$ cat src/design/cfr_pkg.sv
// ----------------------------------------------------------------------------
// cfr_pkg
// Types and constants shared by the command frame receiver modules.
// ----------------------------------------------------------------------------
package cfr_pkg;

    localparam int PAYLOAD_BYTES = 12;
    localparam int IDX_W         = 4;
    localparam int TDATA_OUT_W   = 112;
    localparam logic [31:0] TIMEOUT_RESET = 32'd10000;

    localparam logic [7:0] FRAME_SOF      = 8'h7E;
    localparam logic [7:0] CMD_CONNECT    = 8'h01;
    localparam logic [7:0] CMD_START      = 8'h02;
    localparam logic [7:0] CMD_STOP       = 8'h04;
    localparam logic [7:0] CMD_PING       = 8'h10;
    localparam logic [7:0] CMD_GAINS_MAIN = 8'h20;
    localparam logic [7:0] CMD_GAINS_YAW  = 8'h40;

    typedef enum logic [1:0] {
        EV_CONNECT = 2'd0,
        EV_ACK     = 2'd1,
        EV_TIMEOUT = 2'd2
    } t_event;

    typedef enum logic [3:0] {
        PH_HUNT = 4'b0001,
        PH_CMD  = 4'b0010,
        PH_DATA = 4'b0100,
        PH_SUM  = 4'b1000
    } t_phase;

    typedef struct packed {
        logic        mode;
        logic [7:0]  rx_byte;
    } t_item;

    typedef struct packed {
        t_event      event_res;
        logic [7:0]  command;
        logic        success;
        logic        gains_valid;
        logic [31:0] gain_word_p;
        logic [31:0] gain_word_i;
        logic [31:0] gain_word_d;
        logic        streaming_active;
    } t_result;

endpackage

$ cat src/design/cfr_in_reg.sv
// ----------------------------------------------------------------------------
// cfr_in_reg
// Input register: holds one accepted beat until the core consumes it.
// ----------------------------------------------------------------------------
module cfr_in_reg (
    input  logic           i_clk,
    input  logic           i_rst_n,
    input  logic           i_valid,
    output logic           o_ready,
    input  cfr_pkg::t_item i_item,
    output logic           o_valid,
    output cfr_pkg::t_item o_item,
    input  logic           i_take
);
    import cfr_pkg::*;

    logic  r_valid;
    t_item r_item;

    // A new beat may enter when the register is empty or is drained this cycle.
    assign o_ready = !r_valid || i_take;
    assign o_valid = r_valid;
    assign o_item  = r_item;

    always_ff @(posedge i_clk) begin
        if (!i_rst_n) begin
            r_valid <= 1'b0;
        end else if (o_ready) begin
            r_valid <= i_valid;
        end
    end

    always_ff @(posedge i_clk) begin
        if (o_ready && i_valid) begin
            r_item <= i_item;
        end
    end

endmodule

$ cat src/design/cfr_core.sv
// ----------------------------------------------------------------------------
// cfr_core
// Frame parser, checksum, payload store and watchdog; one item per cycle unless a result waits for the output register.
// ----------------------------------------------------------------------------
module cfr_core (
    input  logic             i_clk,
    input  logic             i_rst_n,
    input  logic             i_cfg_valid,
    input  logic [31:0]      i_cfg_data,
    input  logic             i_valid,
    input  cfr_pkg::t_item   i_item,
    output logic             o_take,
    input  logic             i_out_ready,
    output logic             o_push,
    output cfr_pkg::t_result o_result
);
    import cfr_pkg::*;

    t_phase              r_phase,   n_phase;
    logic [7:0]          r_cmd,     n_cmd;
    logic [IDX_W-1:0]    r_idx,     n_idx;
    logic [15:0]         r_sum,     n_sum;
    logic                r_stream,  n_stream;
    logic                r_armed,   n_armed;
    logic [31:0]         r_count,   n_count;
    logic [31:0]         r_timeout;
    logic [7:0]          r_store [PAYLOAD_BYTES];

    logic                res_valid;
    logic                store_we;
    logic [31:0]         count_inc;
    t_result             res;

    function automatic logic [15:0] sum_update(input logic [15:0] s, input logic [7:0] b);
        logic [15:0] t;
        t = (s + {s[13:0], 2'b00}) + {8'h00, b};
        t = (t + {t[13:0], 2'b00}) + {8'h00, b};
        return t ^ {8'h00, t[15:8]};
    endfunction

    assign count_inc = r_count + 32'd1;

    always_comb begin
        n_phase   = r_phase;
        n_cmd     = r_cmd;
        n_idx     = r_idx;
        n_sum     = r_sum;
        n_stream  = r_stream;
        n_armed   = r_armed;
        n_count   = r_count;
        store_we  = 1'b0;
        res_valid = 1'b0;
        res       = '0;
        res.event_res = EV_ACK;

        if (i_item.mode) begin
            if (r_armed) begin
                n_count = count_inc;
                if (count_inc >= r_timeout) begin
                    n_armed       = 1'b0;
                    n_stream      = 1'b0;
                    res_valid     = 1'b1;
                    res.event_res = EV_TIMEOUT;
                end
            end
        end else begin
            case (r_phase)
                PH_HUNT: begin
                    if (i_item.rx_byte == FRAME_SOF) begin
                        n_phase = PH_CMD;
                    end
                end
                PH_CMD: begin
                    n_cmd       = i_item.rx_byte;
                    n_phase     = PH_HUNT;
                    res.command = i_item.rx_byte;
                    case (i_item.rx_byte)
                        CMD_CONNECT: begin
                            res_valid     = 1'b1;
                            res.event_res = EV_CONNECT;
                        end
                        CMD_PING: begin
                            n_armed     = 1'b1;
                            n_count     = '0;
                            res_valid   = 1'b1;
                            res.success = 1'b1;
                        end
                        CMD_START: begin
                            n_stream    = 1'b1;
                            n_armed     = 1'b1;
                            n_count     = '0;
                            res_valid   = 1'b1;
                            res.success = 1'b1;
                        end
                        CMD_STOP: begin
                            n_stream    = 1'b0;
                            n_armed     = 1'b0;
                            n_count     = '0;
                            res_valid   = 1'b1;
                            res.success = 1'b1;
                        end
                        CMD_GAINS_MAIN, CMD_GAINS_YAW: begin
                            n_phase = PH_DATA;
                            n_idx   = '0;
                            n_sum   = '0;
                        end
                        default: begin
                        end
                    endcase
                end
                PH_DATA: begin
                    store_we = (r_idx < IDX_W'(PAYLOAD_BYTES));
                    n_sum    = sum_update(r_sum, i_item.rx_byte);
                    n_idx    = r_idx + IDX_W'(1);
                    if (n_idx >= IDX_W'(PAYLOAD_BYTES)) begin
                        n_phase = PH_SUM;
                    end
                end
                PH_SUM: begin
                    n_phase         = PH_HUNT;
                    res_valid       = 1'b1;
                    res.command     = r_cmd;
                    res.success     = (r_sum[7:0] == i_item.rx_byte);
                    res.gains_valid = 1'b1;
                    res.gain_word_p = {r_store[3], r_store[2], r_store[1], r_store[0]};
                    res.gain_word_i = {r_store[7], r_store[6], r_store[5], r_store[4]};
                    res.gain_word_d = {r_store[11], r_store[10], r_store[9], r_store[8]};
                end
                default: begin
                    n_phase = PH_HUNT;
                end
            endcase
        end
        res.streaming_active = n_stream;
    end

    // The item stays in the input register until its result has a place to go.
    assign o_take   = i_valid && (!res_valid || i_out_ready);
    assign o_push   = i_valid && res_valid && i_out_ready;
    assign o_result = res;

    always_ff @(posedge i_clk) begin
        if (!i_rst_n) begin
            r_phase  <= PH_HUNT;
            r_cmd    <= '0;
            r_idx    <= '0;
            r_sum    <= '0;
            r_stream <= 1'b0;
            r_armed  <= 1'b0;
            r_count  <= '0;
        end else if (o_take) begin
            r_phase  <= n_phase;
            r_cmd    <= n_cmd;
            r_idx    <= n_idx;
            r_sum    <= n_sum;
            r_stream <= n_stream;
            r_armed  <= n_armed;
            r_count  <= n_count;
        end
    end

    always_ff @(posedge i_clk) begin
        if (!i_rst_n) begin
            r_timeout <= TIMEOUT_RESET;
        end else if (i_cfg_valid) begin
            r_timeout <= i_cfg_data;
        end
    end

    always_ff @(posedge i_clk) begin
        if (o_take && store_we) begin
            r_store[r_idx] <= i_item.rx_byte;
        end
    end

endmodule

$ cat src/design/cfr_out_reg.sv
// ----------------------------------------------------------------------------
// cfr_out_reg
// Result register on the master side; holds a beat while the sink stalls.
// ----------------------------------------------------------------------------
module cfr_out_reg (
    input  logic             i_clk,
    input  logic             i_rst_n,
    input  logic             i_push,
    input  cfr_pkg::t_result i_result,
    output logic             o_ready,
    output logic             o_valid,
    input  logic             i_ready,
    output cfr_pkg::t_result o_result
);
    import cfr_pkg::*;

    logic    r_valid;
    t_result r_result;

    assign o_ready  = !r_valid || i_ready;
    assign o_valid  = r_valid;
    assign o_result = r_result;

    always_ff @(posedge i_clk) begin
        if (!i_rst_n) begin
            r_valid <= 1'b0;
        end else if (o_ready) begin
            r_valid <= i_push;
        end
    end

    always_ff @(posedge i_clk) begin
        if (i_push) begin
            r_result <= i_result;
        end
    end

endmodule

$ cat src/design/command_frame_receiver.sv
// ----------------------------------------------------------------------------
// command_frame_receiver
// Command frame parser with set-gains checksum and a tick-driven watchdog.
// ----------------------------------------------------------------------------
// Usage:
//   Slave channel: one beat per received serial byte (s_axis_tuser = 0) or per
//   timer tick (s_axis_tuser = 1). Master channel: at most one result beat per
//   input beat; m_axis_tuser carries the event code (connect request,
//   acknowledge, watchdog timeout). Configuration channel: a beat on
//   i_cfg_valid writes the 32-bit watchdog timeout in ticks; it is always
//   ready and should only be written while the block is idle.
//   Path: an accepted beat is held in the input register, is processed by
//   the combinational parser and watchdog logic while it sits there, and its
//   result is registered in the output register before it is shown on the
//   master side.
//   Throughput: one beat per cycle while no result beat is stalled; the parser
//   update (checksum step and 32-bit watchdog add and compare) is combinational.
//   Reset: i_rst_n is synchronous and active low; it empties both registers,
//   returns the parser to hunting for a start byte, clears the streaming flag,
//   disarms the watchdog and loads a timeout of 10000 ticks.
//   Stall: a result beat is held until m_axis_tready; meanwhile one more input
//   beat is taken, and beats that produce no result keep flowing.
// ----------------------------------------------------------------------------
module command_frame_receiver (
    input  logic         i_clk,
    input  logic         i_rst_n,
    input  logic         s_axis_tvalid,
    output logic         s_axis_tready,
    input  logic [7:0]   s_axis_tdata,   // [7:0] rx_byte
    input  logic         s_axis_tuser,   // [0] mode
    output logic         m_axis_tvalid,
    input  logic         m_axis_tready,
    // [7:0] command, [8] success, [9] gains_valid, [41:10] gain_word_p,
    // [73:42] gain_word_i, [105:74] gain_word_d, [106] streaming_active,
    // [111:107] zero
    output logic [cfr_pkg::TDATA_OUT_W-1:0] m_axis_tdata,
    output logic [1:0]   m_axis_tuser,   // [1:0] event_res
    input  logic         i_cfg_valid,
    output logic         o_cfg_ready,
    input  logic [31:0]  i_cfg_data     // timeout_ticks
);
    import cfr_pkg::*;

    t_item   in_item;
    t_item   reg_item;
    logic    reg_valid;
    logic    core_take;
    logic    core_push;
    logic    out_ready;
    t_result core_result;
    t_result out_result;

    assign in_item.mode    = s_axis_tuser;
    assign in_item.rx_byte = s_axis_tdata;
    assign o_cfg_ready     = 1'b1;

    cfr_in_reg u_in_reg (
        .i_clk   (i_clk),
        .i_rst_n (i_rst_n),
        .i_valid (s_axis_tvalid),
        .o_ready (s_axis_tready),
        .i_item  (in_item),
        .o_valid (reg_valid),
        .o_item  (reg_item),
        .i_take  (core_take)
    );

    cfr_core u_core (
        .i_clk       (i_clk),
        .i_rst_n     (i_rst_n),
        .i_cfg_valid (i_cfg_valid),
        .i_cfg_data  (i_cfg_data),
        .i_valid     (reg_valid),
        .i_item      (reg_item),
        .o_take      (core_take),
        .i_out_ready (out_ready),
        .o_push      (core_push),
        .o_result    (core_result)
    );

    cfr_out_reg u_out_reg (
        .i_clk    (i_clk),
        .i_rst_n  (i_rst_n),
        .i_push   (core_push),
        .i_result (core_result),
        .o_ready  (out_ready),
        .o_valid  (m_axis_tvalid),
        .i_ready  (m_axis_tready),
        .o_result (out_result)
    );

    assign m_axis_tuser = out_result.event_res;
    assign m_axis_tdata = {5'b00000,
                           out_result.streaming_active,
                           out_result.gain_word_d,
                           out_result.gain_word_i,
                           out_result.gain_word_p,
                           out_result.gains_valid,
                           out_result.success,
                           out_result.command};

endmodule

$ cat config.mk
export PLATFORM = sky130hd
export DESIGN_NAME = command_frame_receiver
export DESIGN_NICKNAME = d
export VERILOG_FILES = /design/src/design/cfr_pkg.sv /design/src/design/cfr_in_reg.sv /design/src/design/cfr_core.sv /design/src/design/cfr_out_reg.sv /design/src/design/command_frame_receiver.sv
export SDC_FILE = /design/constraint.sdc
export NUM_CORES = 1
export LEC_CHECK = 0
export BUFFER_PORTS_ARGS = -buffer_cell sky130_fd_sc_hd__buf_2
export CAP_MARGIN = 15
export CORE_MARGIN = 4
export CORE_UTILIZATION = 50
export CTS_CLUSTER_DIAMETER = 100
export DETAILED_ROUTE_END_ITERATION = 10
export GPL_ROUTABILITY_DRIVEN = 0
export PLACE_DENSITY = 0.72
export SLEW_MARGIN = 5
export SYNTH_ARGS = -nofsm -noshare
export SYNTH_HDL_FRONTEND = slang
export SYNTH_SLANG_ARGS = --single-unit
$ cat constraint.sdc
create_clock -name i_clk -period 11.3 [get_ports i_clk]
set_input_delay 0 -clock i_clk [delete_from_list [all_inputs] [get_ports i_clk]]
set_output_delay 0 -clock i_clk [all_outputs]
set_load 0.01 [all_outputs]
==> impl_metrics.yaml, run 1 <==
grt:
  grt_max_degree: 106
  grt.total_usage_pct: 18.39
  grt.overflow.total: 0
  antenna_found_initial: 0
  grt_pass1_vias: 9515
  grt_pass1_wl_um: 49730
synth:
  synthCells: 1228
  synth_edf_count: 214
  syn-cell-area_um2: 14880
  synth_mux_area_share_pct: 2.220
  yosys.area_share.simple_pct: 14.94
  synth_top_family_by_area: "simple AND/OR/NAND/NOR gates"
  ys_async_sr_fraction_pct: 0
  synth-compound-area-share_pct: 9.192
  ys_types: 77
  synth-seq-cells: 314
  synth_xor_area_share_pct: 4.407
  yosysWarningCount: 0
  syn_avg_cell_area_um2: 12.12
  synthFlopType: "edfxtp_1"
  synthAdderAreaFrac_pct: 8.696
  ys_seq_area_share_pct: 56.65
sta:
  hold_viol: 0
  rsz0062_at_grt: "false"
  period_needed_ns: 5.547
  fmax_mhz: 180.3
  relSlewSlack_pct: 34.74
  clock_skew_ns: 0.02536
  worst_slew_pin_slew_ns: 0.9790
  final.setup.worst_slack_ns: 5.753
  tns_ns: 0
  timing.hold.ws_ns: 0.1859
  setup_violations: 0
  fin_crit_sh_pct: 49.09
  slew_violations: 0
drt:
  vias_per_cell: 5.255
  wl_per_cell_um: 16.58
  num_vias: 9622
  drc: 0
  ant_nets: 0
  wl_um: 30350
  first_iter_violations: 640
  drt_pre_antenna_iters: 4
cts:
  cts_buffers: 34
  root_buffer: "clkbuf_16"
  cts_tree: "built"
  ctsHtreeMaxLevel: 2
  clkSinkCount: 314
  path_clk_slew_ns: 0.06
  clock_path_buffers: 3
  cts_resized: 0
  cts_setup_buffers: 0
  insertion_delay_ns: 0.53
worst_setup_path:
  worstSetupPathType: "register to register"
  cp-end-kind: "register"
  worst-path-max-fanout: 79
  crit_arrival_ns: 5.69
  required_ns: 11.44
  start_kind: "register"
layout:
  layout.cells.non_filler: 1831
  fin_area_um2: 17630
  layout_commonest_cell: "edfxtp_1"
  final_nets: 1563
  final_layout_size_suffix_gt1_share_pct: 17.62
  diodes: 0
  final_util_pct: 60.78
  most-common-layout-cells: "edfxtp_1 (214), buf_2 (156), and2_1 (109)"
  areaGrowthSynthToFinish_pct: 18.52
floorplan:
  initial_core_util_pct: 51.28
  fp.dieH_um: 180.5
  die_x_um: 180.5
  rows: 62
  io_pins: 163
  die-area_um2: 32580
  coreArea_um2: 29010
power_and_ir_drop:
  vdd_ir_drop_max_uv: 100.0
  total_power_mw: 2.585
  power_density_nw_per_um2: 146.6
  p_leak_nw: 6.998
placement:
  dp_hpwl_um: 20320
  io_buffers: 156
  post_dp_cell_area_um2: 15960
  dp.cells: 1725
  place_worst_setup_slack_ns: 5.750
run_status:
  status: "finished clean"
run:
  drv_cap: 0
min_path:
  hold_path.class: "primary input to register"
==> layout make-up <==
type                            instances  area, µm²
Sequential cell                       314       8428
Multi-Input combinational cell        787       5912
Tap cell                              384      480.5
Inverter                               72      270.3
Timing Repair Buffer                  213       1321
Clock inverter                         23      355.3
Fill cell                            2272      11380
Clock buffer                           38      865.8
==> critical path, cell delays in order (launching register included) <==
cell and delay (ns):
dfxtp_1 0.40, ha_1 0.26, and3_1 0.31, and3_4 0.26, nand2_4 0.07, or3_1 0.46
nor2_4 0.14, nand2_2 0.07, xnor2_2 0.13, ha_1 0.30, nand4_1 0.12, or3_1 0.38
nor2_1 0.13, o21ai_0 0.12, o211ai_1 0.10, a31oi_1 0.14, o21a_1 0.35, nor3_4 0.18
buf_4 0.37, buf_4 0.81
==> kinds of logic after synthesis <==
| family | Yosys count |
|---|---|
| AO/OA/AOI/OAI | 189 |
| adder cells (fa/ha/maj) | 95 |
| buffers and inverters | 131 |
| XOR/XNOR | 74 |
| AND/OR/NAND/NOR | 390 |
| flip-flops | 314 |
| other | 2 |
| multiplexers | 33 |
==> state kept, by name (all words and copies together), names as in the netlist <==
register / flops
u_core.r_stream: 1
u_in_reg.o_valid: 1
u_core.r_armed: 1
u_core.r_idx: 4
u_in_reg.o_item: 9
u_core.r_count: 32
u_core.r_store: 96
u_core.r_timeout: 32
u_out_reg.o_result: 109
u_out_reg.o_valid: 1
u_core.r_cmd: 8
u_core.r_phase: 4
u_core.r_sum: 16
==> synth_stat cells, types with 4 or more instances <==
master    count  share of area, %
a211oi_1      4              0.20
a21o_1       17              0.86
a21oi_1      36               1.2
a22o_1       25               1.5
a22oi_1      14              0.71
a31oi_1       4              0.17
and2_1      109               4.6
and3_1        9              0.38
and4b_1       4              0.27
buf_2        16              0.54
buf_4        10              0.50
clkbuf_1     28              0.71
dfxtp_1     100                13
edfxtp_1    214                43
fa_1         14               1.9
ha_1         81               6.8
inv_1        70               1.8
mux2i_1      33               2.2
nand2_1      46               1.2
nand2b_1      7              0.29
nand3_1      24              0.81
nand3b_1      7              0.35
nand4_1      13              0.55
nor2_1       53               1.3
nor2b_1      58               2.4
nor3_1       23              0.77
nor4_1        4              0.17
o211ai_1     13              0.66
o21a_1       13              0.66
o21ai_0      19              0.64
o21ai_1       5              0.17
o22ai_1       8              0.34
o31ai_1       4              0.20
or3_1         7              0.29
xnor2_1      50               2.9
xor2_1       23               1.4
==> worst paths after layout <==
kind / start / to / slack (ns) / cells past startpoint
max: u_core.r_count[0]$_SDFFE_PN0P_ / u_out_reg.o_result[73]$_SDFFCE_PP0P_ / 5.75 / 19
min: i_cfg_valid / u_core.r_timeout[13]$_SDFFE_PN1P_ / 0.19 / 3
max reg2reg: u_core.r_count[0]$_SDFFE_PN0P_ / u_out_reg.o_result[73]$_SDFFCE_PP0P_ / 5.75 / 19
min reg2reg: u_core.r_stream$_SDFFE_PN0P_ / u_core.r_stream$_SDFFE_PN0P_ / 0.46 / 2
==> power breakdown <==
part	switching, mW	internal (mW)
logic	0.0953	0.0717
clock network	0.466	0.708
registers	0.00745	1.24
total	0.569	2.02
==> metal layers <==
metal	vias up	wire (µm)	GRT usage [%]
li1	4747	-	-
met1	4548	13330	24.26
met2	253	14450	30.65
met3	74	1414	3.129
met4	0	1161	6.957
met5	-	0	0
==> what timing repair did <==
item | CTS | global route
hold endpoints to repair | 45 | 0
endpoints found under the setup margin | 0 | 0
hold buffers | 45 | 0
(Power assumes the default switching activity.)
==> inputs of run 2 (changes only) <==
- PLACE_DENSITY: 0.72 -> 0.7
- clock period: 11.3 -> 5.7 ns (I/O delays scaled with it)
==> impl_metrics.yaml, run 2 (same netlist as run 1, synthesis figures left out) <==
worst_setup_path:
  worst-path-max-fanout: 6
  required_ns: 6.10
  start_kind: "register"
  path_delay_family: "compound AO/OA/AOI/OAI gates"
  rrSetupSlack_ns: 0.52
  cp-end-kind: "register"
  path_buf_inv: 3
  crit_arrival_ns: 5.58
  r2r_start: "u_core.r_sum[2]$_SDFFE_PN0P_"
  worstSetupPathType: "register to register"
  slowest_stage: "fa_1"
  crit_chain: "inv_1, fa_1, inv_1, ha_1, a21o_1, a21oi_1, o21bai_1, a21boi_1, nor3_1, o311a_1, nor2_1, xor2_1, inv_1, ha_1, xor2_1, xnor2_2, and3_1, a2111oi_0, o211ai_1, xor2_1, xnor2_1, xnor2_1, o21ai_1"
  crit_start: "u_core.r_sum[2]$_SDFFE_PN0P_"
  cp_slowest_stage_delay_ns: 0.55
sta:
  fmax_mhz: 193.0
  worst_slew_pin_slew_ns: 1.023
  timing.hold.ws_ns: 0.2040
  hold_viol: 0
  fin_crit_sh_pct: 90.89
  relSlewSlack_pct: 31.82
  clock_skew_ns: 0.01315
  setup_violations: 0
  rsz0062_at_grt: "false"
  period_needed_ns: 5.181
  slew_violations: 0
layout:
  areaGrowthSynthToFinish_pct: 19.19
  final_layout_size_suffix_gt1_share_pct: 18.42
  n_fill_cell: 2242
  layout_commonest_cell: "edfxtp_1"
  most-common-layout-cells: "edfxtp_1 (214), buf_2 (156), and2_1 (109)"
  largest_reg_flops: 109
  fin_area_um2: 17730
  final_util_pct: 61.12
  diodes: 0
  final_nets: 1583
cts:
  insertion_delay_ns: 0.52
  clock_path_buffers: 3
  ctsHtreeMaxLevel: 2
  cts_tree: "built"
  path_clk_slew_ns: 0.06
  root_buffer: "clkbuf_16"
  cts_buffers: 34
  clkSinkCount: 314
  cts_setup_buffers: 0
power_and_ir_drop:
  total_power_mw: 4.896
  p_leak_nw: 7.234
  power_density_nw_per_um2: 276.1
  vdd_ir_drop_max_uv: 184.0
min_path:
  min_from: "s_axis_tdata[0]"
  hold_path.class: "primary input to register"
placement:
  post_dp_cell_area_um2: 16120
  io_buffers: 156
  dp_hpwl_um: 20960
grt:
  grt_max_degree: 105
  met1_usage_pct: 25.31
  grt.total_usage_pct: 19.23
  grt_pass1_vias: 9640
  antenna_found_initial: 0
  met3_usage_pct: 3.734
  grt_util_met2_pct: 31.61
  grt_pass1_wl_um: 51330
  grt.overflow.total: 0
  grt-busiest-layer: "met2"
floorplan:
  die_x_um: 180.5
  coreArea_um2: 29010
  fp.dieH_um: 180.5
  io_pins: 163
  die-area_um2: 32580
  initial_core_util_pct: 51.28
  rows: 62
drt:
  ant_nets: 0
  drt_pre_antenna_iters: 5
  vias_per_cell: 5.286
  wl_um: 31720
  first_iter_violations: 694
  num_vias: 9779
  wl_per_cell_um: 17.15
  drc: 0
run:
  drv_cap: 0
run_status:
  status: "finished clean"
run 2: report_power, final:
group	switching, mW	internal (mW)	leakage (nW)
Clock	0.889	1.21	0.526
Sequential	0.0136	2.45	2.83
Combinational	0.190	0.148	3.88
Total	1.09	3.80	7.23
run 2: routing by layer:
metal / part of all wire, % / up-vias
li1: - / 4781
met1: 43 / 4616
met2: 47 / 312
met3: 6.1 / 70
met4: 3.9 / 0
met5: 0 / -
run 2: final timing paths:
path | cells after the start | to
worst max register to register | 23 | u_core.r_sum[7]$_SDFFE_PN0P_
worst min-delay path | 2 | u_in_reg.o_item[0]$_DFFE_PP_
worst max-delay path | 23 | u_core.r_sum[7]$_SDFFE_PN0P_
worst min register to register | 2 | u_core.r_stream$_SDFFE_PN0P_
run 2: layout make-up:
type	instances	area (µm²)	area share, %
repair buffers	233	1529	8.622
clock inverters	18	187.7	1.058
flip-flops and latches	314	8431	47.54
clock buffers	42	880.8	4.967
well taps	384	480.5	2.709
inverters	72	270.3	1.524
multi-input cells	787	5954	33.58
run 2: worst register-to-register path, cell delays in order (launching register included):
cell and delay [ns]:
dfxtp_1 0.41, inv_1 0.08, fa_1 0.55, inv_1 0.07
ha_1 0.29, a21o_1 0.18, a21oi_1 0.21, o21bai_1 0.11
a21boi_1 0.27, nor3_1 0.11, o311a_1 0.35, nor2_1 0.15
xor2_1 0.23, inv_1 0.07, ha_1 0.21, xor2_1 0.23
xnor2_2 0.15, and3_1 0.20, a2111oi_0 0.36, o211ai_1 0.17
xor2_1 0.18, xnor2_1 0.25, xnor2_1 0.15, o21ai_1 0.09
run 2: what timing repair did:
item,CTS,global route
hold buffers,53,0
setup endpoints to repair,0,2
endpoints found under the hold margin,52,0
resized for setup,0,3
run 2: through the flow:
step | setup slack [ns] | instances | TNS, ns
floorplan | -0.5769 | 1232 | -62.88
global placement | 0.5429 | 1737 | 0
detailed placement | 0.4370 | 1737 | 0
CTS | 0.3991 | 1850 | 0
global route | 0.03621 | 1850 | 0
finish | 0.5190 | 1850 | 0
==> inputs of run 3 (changes only) <==
- CAP_MARGIN: 15 -> not set
- CORE_ASPECT_RATIO: not set -> 0.8
==> impl_metrics.yaml, run 3 (same netlist as run 1, synthesis figures left out) <==
run_status:
  status: "finished clean"
power_and_ir_drop:
  vdd_ir_drop_max_uv: 247.8
  power_density_nw_per_um2: 279.8
  p_leak_nw: 7.159
drt:
  ant_nets: 0
  wl_um: 33260
  drc: 0
  vias_per_cell: 5.359
  num_vias: 9802
  wl_per_cell_um: 18.19
  drt_pre_antenna_iters: 5
  first_iter_violations: 744
grt:
  grt_util_met2_pct: 30.08
  met1_usage_pct: 29.80
  met3_usage_pct: 4.152
  grt.total_usage_pct: 19.88
  grt_pass1_wl_um: 52520
  grt-busiest-layer: "met2"
  grt.overflow.total: 0
  grt_pass1_vias: 9449
  grt_max_degree: 106
  antenna_found_initial: 0
placement:
  place_worst_setup_slack_ns: 0.4513
  dp_hpwl_um: 22490
  io_buffers: 156
layout:
  multi_input_area_um2: 5939
  most-common-layout-cells: "edfxtp_1 (214), buf_2 (156), and2_1 (109)"
  largest_reg_flops: 109
  layout_commonest_cell: "edfxtp_1"
  diodes: 0
  final_layout_size_suffix_gt1_share_pct: 18.60
  n_fill_cell: 2352
  final_nets: 1568
  final_util_pct: 60.15
  regArea_um2: 8431
  areaGrowthSynthToFinish_pct: 18.41
worst_setup_path:
  cp-end-kind: "register"
  reg2reg_depth: 22
  required_ns: 6.16
  start_kind: "register"
  regToRegEndpoint: "u_core.r_sum[7]$_SDFFE_PN0P_"
  rrSetupSlack_ns: 0.53
  crit_arrival_ns: 5.63
  worstSetupPathType: "register to register"
  crit_start: "u_in_reg.o_item[2]$_DFFE_PP_"
  r2r_start: "u_in_reg.o_item[2]$_DFFE_PP_"
  crit_path_end: "u_core.r_sum[7]$_SDFFE_PN0P_"
  worst-path-max-fanout: 6
floorplan:
  initial_core_util_pct: 50.80
  die-area_um2: 32600
  rows: 56
  coreArea_um2: 29290
  die_x_um: 200.9
  fp.dieH_um: 162.3
  io_pins: 163
cts:
  clkSinkCount: 314
  ctsHtreeMaxLevel: 1
  root_buffer: "clkbuf_16"
  path_clk_slew_ns: 0.06
  cts_tree: "built"
  clock_path_buffers: 3
  cts_buffers: 31
  insertion_delay_ns: 0.57
sta:
  tns_ns: 0
  fin_crit_sh_pct: 90.78
  worst_slew_pin_slew_ns: 1.035
  relSlewSlack_pct: 30.97
  hold_viol: 0
  fmax_mhz: 193.3
  setup_violations: 0
  slew_violations: 0
  final.setup.worst_slack_ns: 0.5255
  clock_skew_ns: 0.01465
  period_needed_ns: 5.174
  rsz0062_at_grt: "false"
min_path:
  hold_path.class: "primary input to register"
run:
  drv_cap: 0
run 3: changes by cell type in the layout (fill, tap and decap cells not counted), moves of 2 or more:
cell,previous run,this run
dlygate4sd3_1,53,44
buf_4,21,18
clkbuf_16,34,31
clkbuf_1,8,2
clkinv_4,0,2
clkbuf_8,0,9
clkinv_8,2,0
clkinv_2,9,6
run 3: final cells by class:
cell class / count / area share [%]
clock buffers: 42 / 5.149
clock inverters: 16 / 1.030
inverters: 72 / 1.534
multi-input cells: 787 / 33.71
flip-flops and latches: 314 / 47.86
well taps: 377 / 2.678
repair buffers: 221 / 8.040
run 3: through the flow:
stage               cell area [µm²]  std cells  total power [mW]  hold WS [ns]
floorplan                     14940       1232             2.721       0.09887
global placement              16090       1727             2.813        0.2081
detailed placement            16090       1727             2.819        0.2097
CTS                           17620       1829             4.965        0.1446
global route                  17620       1829             5.109        0.1743
finish                        17620       1829             4.930        0.1850
run 3: repair_timing:
item | in CTS | in global routing
hold buffers | 44 | 0
setup endpoints to repair | 0 | 2
gates resized for setup | 0 | 1
hold endpoints to repair | 47 | 0
buffers inserted | 0 | 0
run 3: where the power goes:
part | total [mW] | internal [mW] | switching, mW | leakage [nW]
sequential | 2.46 | 2.45 | 0.0138 | 2.83
combinational | 0.334 | 0.143 | 0.191 | 3.79
clock | 2.13 | 1.26 | 0.877 | 0.541
total | 4.93 | 3.85 | 1.08 | 7.16
run 3: per-layer routing:
| metal | up-vias | part of all wire (%) |
|---|---|---|
| li1 | 4763 | - |
| met1 | 4722 | 48 |
| met5 | - | 0 |
| met4 | 0 | 1.6 |
| met2 | 281 | 43 |
| met3 | 36 | 6.8 |
run 3: worst max-delay path, stage by stage (launching register included):
cell and delay, ns:
edfxtp_1 0.35, inv_1 0.09, fa_1 0.61, inv_1 0.06
ha_1 0.28, a21o_1 0.18, a21oi_1 0.21, o21bai_1 0.12
a21boi_1 0.27, nor3_1 0.11, o311a_1 0.33, o41ai_1 0.32
xnor2_1 0.11, ha_1 0.20, xor2_1 0.15, xnor2_1 0.39
a2111oi_0 0.13, a2111oi_0 0.35, o211ai_1 0.16, xor2_1 0.18
xnor2_1 0.24, xnor2_1 0.15, o21ai_1 0.08
run 3: worst min path at each step:
stage | from | endpoint | slack (ns) | depth (start not counted)
2_1_floorplan | s_axis_tdata[0] | u_in_reg.o_item[0]$_DFFE_PP_ | 0.1 | 0
3_3_place_gp | s_axis_tuser | u_in_reg.o_item[8]$_DFFE_PP_ | 0.21 | 1
3_5_place_dp | s_axis_tuser | u_in_reg.o_item[8]$_DFFE_PP_ | 0.21 | 1
6_report | i_cfg_valid | u_core.r_timeout[13]$_SDFFE_PN1P_ | 0.18 | 3
5_1_grt | s_axis_tuser | u_in_reg.o_item[8]$_DFFE_PP_ | 0.17 | 2
4_1_cts | i_cfg_valid | u_core.r_timeout[13]$_SDFFE_PN1P_ | 0.14 | 3
